**src/gnnr_pkg.sv**
```systemverilog
`timescale 1ns / 1ps
`default_nettype none
// ----------------------------------------------------------------------------
// gnnr_pkg
// Shared types, constants and helpers of the nearest-neighbour gray resizer.
// ----------------------------------------------------------------------------
package gnnr_pkg;

  // Frame store geometry
  localparam int MAX_PIXELS   = 65536;
  localparam int ADDR_W       = $clog2(MAX_PIXELS);
  localparam int MAX_CHANNELS = 4;

  // Field widths
  localparam int BYTE_W  = 8;
  localparam int COORD_W = 8;
  localparam int DIM_W   = 9;
  localparam int CH_W    = 3;
  localparam int SUM_W   = 10;
  localparam int GRAY_W  = 17;

  // Configuration port
  localparam int CFG_IDX_W  = 3;
  localparam int CFG_DATA_W = 9;

  localparam logic [CFG_IDX_W-1:0] CFG_SRC_WIDTH  = 3'd0;
  localparam logic [CFG_IDX_W-1:0] CFG_SRC_HEIGHT = 3'd1;
  localparam logic [CFG_IDX_W-1:0] CFG_CHANNELS   = 3'd2;
  localparam logic [CFG_IDX_W-1:0] CFG_DST_WIDTH  = 3'd3;
  localparam logic [CFG_IDX_W-1:0] CFG_DST_HEIGHT = 3'd4;

  localparam logic [DIM_W-1:0] RESET_DIM      = 9'd28;
  localparam logic [CH_W-1:0]  RESET_CHANNELS = 3'd1;

  // Item kinds
  localparam logic KIND_LOAD = 1'b0;
  localparam logic KIND_READ = 1'b1;

  // Shared divider: dividend wide enough for sum << 16
  localparam int DIV_N_W   = SUM_W + 16;
  localparam int DIV_D_W   = SUM_W;
  localparam int DIV_STEPS = DIV_N_W;
  localparam int DIV_CNT_W = $clog2(DIV_STEPS + 1);

  // 1.0 in Q1.16
  localparam logic [GRAY_W-1:0] ONE_Q16 = 17'h10000;

  // Divider operand selection
  typedef enum logic [1:0] {
    DIV_SEL_X    = 2'd0,
    DIV_SEL_Y    = 2'd1,
    DIV_SEL_NORM = 2'd2
  } div_sel_t;

  // Controller to datapath commands
  typedef struct packed {
    logic     load;       // write a source pixel beat
    logic     capture;    // latch read coordinates
    logic     div_start;  // launch the divider
    div_sel_t div_sel;    // divider operands
    logic     take_sx;    // store column quotient
    logic     take_sy;    // store row quotient
    logic     mem_rd;     // read the frame store
    logic     push;       // load the output register
  } ctrl_cmd_t;

  // Datapath to controller status
  typedef struct packed {
    logic oor_now;   // coordinate on the input lies outside the destination
    logic div_done;  // divider quotient ready
    logic out_busy;  // output register full and not being taken
  } ctrl_sts_t;

  // Channel count clamped to 1..MAX_CHANNELS
  function automatic logic [CH_W-1:0] eff_channels(input logic [CH_W-1:0] ch);
    logic [CH_W-1:0] res;
    if (ch == '0) res = CH_W'(1);
    else if (ch > CH_W'(MAX_CHANNELS)) res = CH_W'(MAX_CHANNELS);
    else res = ch;
    return res;
  endfunction

endpackage : gnnr_pkg
`default_nettype wire

```
**src/gnnr_ctrl.sv**
```systemverilog
`timescale 1ns / 1ps
`default_nettype none
// ----------------------------------------------------------------------------
// gnnr_ctrl
// Controller: sequences loads, coordinate scaling, store read and normalising.
// ----------------------------------------------------------------------------
module gnnr_ctrl
  import gnnr_pkg::*;
(
  input  wire logic      clk,
  input  wire logic      rst_n,
  input  wire logic      in_valid,
  input  wire logic      in_kind,
  output logic           in_ready,
  input  wire ctrl_sts_t sts,
  output ctrl_cmd_t      cmd
);

  typedef enum logic [8:0] {
    S_IDLE  = 9'b000000001,
    S_XGO   = 9'b000000010,
    S_XWAIT = 9'b000000100,
    S_YGO   = 9'b000001000,
    S_YWAIT = 9'b000010000,
    S_RDMEM = 9'b000100000,
    S_NGO   = 9'b001000000,
    S_NWAIT = 9'b010000000,
    S_DONE  = 9'b100000000
  } state_t;

  state_t state_r, state_nxt;
  logic   accept;

  assign in_ready = (state_r == S_IDLE);
  assign accept   = in_valid && in_ready;

  // Next state and commands
  always_comb begin
    state_nxt     = state_r;
    cmd           = '0;
    cmd.div_sel   = DIV_SEL_X;
    unique case (state_r)
      S_IDLE: begin
        if (accept) begin
          if (in_kind == KIND_LOAD) begin
            cmd.load = 1'b1;
          end else begin
            cmd.capture = 1'b1;
            state_nxt   = sts.oor_now ? S_DONE : S_XGO;
          end
        end
      end
      S_XGO: begin
        cmd.div_start = 1'b1;
        cmd.div_sel   = DIV_SEL_X;
        state_nxt     = S_XWAIT;
      end
      S_XWAIT: begin
        if (sts.div_done) begin
          cmd.take_sx = 1'b1;
          state_nxt   = S_YGO;
        end
      end
      S_YGO: begin
        cmd.div_start = 1'b1;
        cmd.div_sel   = DIV_SEL_Y;
        state_nxt     = S_YWAIT;
      end
      S_YWAIT: begin
        if (sts.div_done) begin
          cmd.take_sy = 1'b1;
          state_nxt   = S_RDMEM;
        end
      end
      S_RDMEM: begin
        cmd.mem_rd = 1'b1;
        state_nxt  = S_NGO;
      end
      S_NGO: begin
        cmd.div_start = 1'b1;
        cmd.div_sel   = DIV_SEL_NORM;
        state_nxt     = S_NWAIT;
      end
      S_NWAIT: begin
        if (sts.div_done) state_nxt = S_DONE;
      end
      S_DONE: begin
        if (!sts.out_busy) begin
          cmd.push  = 1'b1;
          state_nxt = S_IDLE;
        end
      end
      default: state_nxt = S_IDLE;
    endcase
  end

  always_ff @(posedge clk) begin
    if (!rst_n) state_r <= S_IDLE;
    else state_r <= state_nxt;
  end

endmodule : gnnr_ctrl
`default_nettype wire
```
**config.mk**
```make
export PLATFORM = sky130hd
export DESIGN_NAME = gnnr_ctrl
export DESIGN_NICKNAME = d
export VERILOG_FILES = /design/src/gnnr_pkg.sv /design/src/gnnr_ctrl.sv
export SDC_FILE = /design/constraint.sdc
export NUM_CORES = 1
export LEC_CHECK = 0
export ABC_AREA = 1
export BUFFER_PORTS_ARGS = -buffer_cell sky130_fd_sc_hd__buf_2
export CORE_MARGIN = 2
export CORE_UTILIZATION = 37
export CTS_CLUSTER_SIZE = 8
export DETAILED_ROUTE_END_ITERATION = 16
export GPL_ROUTABILITY_DRIVEN = 0
export SKIP_CTS_REPAIR_TIMING = 1
export SYNTH_ARGS = -nofsm -noshare
export SYNTH_HDL_FRONTEND = slang
export SYNTH_SLANG_ARGS = --single-unit
```
**constraint.sdc**
```tcl
create_clock -name clk -period 2.4 [get_ports clk]
set_input_delay 0.12 -clock clk [delete_from_list [all_inputs] [get_ports clk]]
set_output_delay 0.12 -clock clk [all_outputs]
set_load 0.005 [all_outputs]
```
# Yosys cells after proc, flatten, opt, wreduce, memory -nomap -nowiden
# Cells that the tools add are included.
# word_totals
word_cells	37
register_bits	9
# classes
n_eq_ne	15
reduce_logical	2
n_mux	19
# ops
operator	count
one-hot mux 9 bit (9 select lines)	1
two-way mux 9 bit	7
!= test 2 bit (second input constant)	5
equality test 9 x 1 -> 1 bit (second input constant)	1
equality test 9 x 2 -> 1 bit (second input constant)	1
equality test 9 x 3 -> 1 bit (second input constant)	1
equality test 9 x 4 -> 1 bit (second input constant)	1
equality test 9 x 5 -> 1 bit (second input constant)	1
equality test 9 x 6 -> 1 bit (second input constant)	1
equality test 9 x 7 -> 1 bit (second input constant)	1
equality test 9 x 8 -> 1 bit (second input constant)	1
equality test 9 bit (second input constant)	1
one-hot mux 3 bit (3 select lines)	1
two-way mux 1 bit	8
AND reduction 6 bit	1
two-way mux 2 bit	2
!= test 2 x 1 -> 1 bit (second input constant)	1
logical AND 1 bit	1

# Depth between registers and ports, before layout
# logic_depth
word_depth	4
ltp_mapped	10
mapped_depth_nobuf	10

# Worst setup path after synthesis
# OpenSTA, ideal clock, no wires.
# synth_path
path_kind	reg-to-reg
start	reg state_r[4]
end	reg state_r[7]
stages_incl_launch_ff	11
n_path_buf	0
t_arrival_ns	1.126
setup_time_ns	0.112
t_required_ns	2.288
slack_ns	1.162
cell_sequence	dfxtp_1 nor2_4 nand2_4 nor2_4 nand3_2 nand2_4 inv_4 nand2_4 nand2_1 nand2_1 nor2_2
# synth_via
elab_chain_cells	4
word_cells_on_any_way	18
cone_classes	eq/ne (15); mux (1); reduce/logical (2)
# synth_lines
item	line_no	text
from (decl)	gnnr_ctrl.sv:31	state_t state_r, state_nxt;
from (signal assigned)	gnnr_ctrl.sv:99	else state_r <= state_nxt;
equality test 9 x 1 -> 1 bit	gnnr_ctrl.sv:34, gnnr_ctrl.sv:42	
logical AND 1 bit	gnnr_ctrl.sv:35	assign accept = in_valid && in_ready;
!= test 2 x 1 -> 1 bit (no source line)	n/a	
AND reduction 6 bit (no source line)	n/a	
# Parallel ways exist; a longest one is shown, timed or not.
# A chain may end at the register's enable or synchronous reset.

==> flow_summary.yaml <==
min_path:
  min_to: "state_r[1]$_SDFFE_PN0P_"
  min_from: "sts[2]"
  hold_depth: 4
  hp-class: "in2reg"
layout:
  drive_above_1_share: 0.336
  reg_top3: "state_r (9)"
  final_area_um2: 913
  final_cell_mix: "nand2_1, nor2_1, inv_1, buf_2, dfxtp_1"
  nNetsFinal: 145
  area_growth_pct: 17.0
  top_register: "state_r"
  fillers: 215
  largest_reg_flops: 9
  insertedDiodeCount: 0
cts:
  cts_root_buffer: "clkbuf_4"
  path_clk_slew_ns: 0.06
  cts_tree: "yes"
  cts_htree_levels: 1
  cts_buffers: 3
  clock-sinks: 9
  clock_latency_ns: 0.26
  clock_path_buffers: 2
setup_path:
  critPathSlowestCell: "dfxtp_1"
  cpPeakStageDelay_ns: 0.35
  critPathBufInv: 2
  crit_arrival_ns: 1.47
  path_cells: "nor2_4 -> nand2_4 -> nor2_4 -> nand2_1 -> nand2_1 -> inv_1 -> o21ai_0 -> buf_2"
  start_kind: "flop"
  r2r_slack_ns: 1.06
  r2r_cells: 10
  r2r-start: "state_r[4]$_SDFFE_PN0P_"
  cp-startpoint: "state_r[4]$_SDFFE_PN0P_"
  critPathTopFamily: "simple AND/OR/NAND/NOR gates"
  required_ns: 2.28
  worstSetupPathType: "reg2out"
  timing.rr.end: "state_r[7]$_SDFFE_PN0P_"
  worst_setup_path_end_kind: "output port"
  crit_fanout: 5
floorplan:
  num_rows: 16
  ios: 17
  core_area_um2: 1980
  die_w_um: 49.9
  die_area_um2: 2490
  die_h_um: 49.9
  start_util: 0.394
logic_synthesis:
  synth_area_per_cell_um2: 6.62
  syn_inst: 118
  yosysUniqueCellTypes: 22
  syn_area_um2: 781
  ys_seq_area_frac: 0.231
  ys_ff_latch: 9
  yosys_warnings: 0
  synth_nets: 125
placement:
  dp_hpwl_um: 1440
  port_buffers: 16
  pre_cts_ws_ns: 1.05
  placed_area_um2: 887
power:
  power_density_nw_per_um2: 1270
  peakVddDrop_uv: 646
  p_leak_nw: 0.522
  total_power_w: 0.00116
timing:
  fin_ws_ns: 0.807
  fin_crit_ns: 1.59
  min_period_over_period: 0.664
  final_max_slew_viol_count: 0
  rsz0062_at_grt: "false"
  setup_violations: 0
  slew_headroom: 0.814
  tightest_slew_ns: 0.276
  tns_ns: 0
  finClkSkew_ns: 0.00236
  fmax_mhz: 628
  whs_ns: 0.147
  hold_viol: 0
grt:
  gr-total-overflow: 0
  grt_max_degree: 10
  grt_usage: 0.149
  grt_pass1_wl_um: 2800
  antenna_found_initial: 0
  grt_pass1_vias: 701
detailed_routing:
  vias: 734
  vias_per_cell: 4.48
  dr.pass1.iters: 4
  wl_per_cell_um: 10.1
  wirelength_um: 1660
  drc_errors: 0
  ant_nets: 0
  drt_iter0_drc: 6
run:
  cap_violations: 0
outcome:
  status: "complete, no violations"
[worst max-delay path by stage]
stage / cells past startpoint / slack (ns) / to
5_1_grt: 8 / 0.68 / cmd[6]
6_report: 8 / 0.81 / cmd[6]
3_3_place_gp: 10 / 1.06 / state_r[7]$_SDFFE_PN0P_
4_1_cts: 8 / 0.79 / cmd[6]
2_1_floorplan: 10 / 1.16 / state_r[7]$_SDFFE_PN0P_
3_5_place_dp: 10 / 1.05 / state_r[7]$_SDFFE_PN0P_
[cell families after synthesis]
kind of cell | after synthesis | synth area share
buf+inv | 24 | 0.127
simple gates | 82 | 0.609
compound gates | 3 | 0.0336
flops | 9 | 0.231
[power breakdown]
| group | internal [W] | switching (W) |
|---|---|---|
| Combinational | 0.000298 | 0.000507 |
| Sequential | 0.000192 | 0.0000498 |
| Clock | 0.0000638 | 0.0000495 |
[metrics by stage]
step | util | cells
6_report | 0.461 | 164
5_1_grt | 0.461 | 164
4_1_cts | 0.461 | 164
3_5_place_dp | 0.448 | 160
3_3_place_gp | 0.448 | 160
2_1_floorplan | - | 118
[tightest hold or removal path, stage by stage]
cell and delay [ns]:
buf_2 0.09, nor4_1 0.05, nand3_1 0.07, inv_1 0.03
[routing by layer]
| layer | share of wire | wire length (µm) | track usage | vias to the layer above |
|---|---|---|---|---|
| li1 | - | - | - | 399 |
| met1 | 0.45 | 756 | 0.186 | 318 |
| met2 | 0.50 | 828 | 0.251 | 15 |
| met3 | 0.043 | 71 | 0.0455 | 2 |
| met4 | 0.0036 | 6 | 0.0278 | 0 |
| met5 | 0 | 0 | 0 | - |
[cell type report]
cell class / count / area, µm² / share of cell area
multi-input combinational: 85 / 502 / 0.549
timing repair buffer: 16 / 80.1 / 0.0877
clock buffer: 4 / 26.3 / 0.0288
sequential: 9 / 180 / 0.197
tap: 27 / 33.8 / 0.0370
inverter: 23 / 91.3 / 0.100
[Yosys cell counts]
| library cell | number | area, µm² |
|---|---|---|
| nand2_1 | 23 | 86.3 |
| nor2_4 | 6 | 67.6 |
| nand3b_1 | 2 | 15.0 |
| nor2_2 | 4 | 25.0 |
| nor3b_1 | 1 | 7.51 |
| nand4_1 | 2 | 12.5 |
| nand2_4 | 4 | 45.0 |
| inv_2 | 2 | 7.51 |
| inv_4 | 2 | 12.5 |
| nand3_2 | 2 | 20.0 |
| a21oi_1 | 1 | 5.00 |
| nand3_4 | 2 | 35.0 |
| dfxtp_1 | 9 | 180 |
| o21ai_0 | 1 | 5.00 |
| nand2_2 | 3 | 18.8 |
| a21oi_4 | 1 | 16.3 |
| inv_1 | 19 | 71.3 |
| nor2_1 | 23 | 86.3 |
| buf_4 | 1 | 7.51 |
| nand3_1 | 8 | 40.0 |
| nor3_2 | 1 | 10.0 |
| nor4_1 | 1 | 6.26 |
Note: power is estimated with default switching activity, not from simulation.
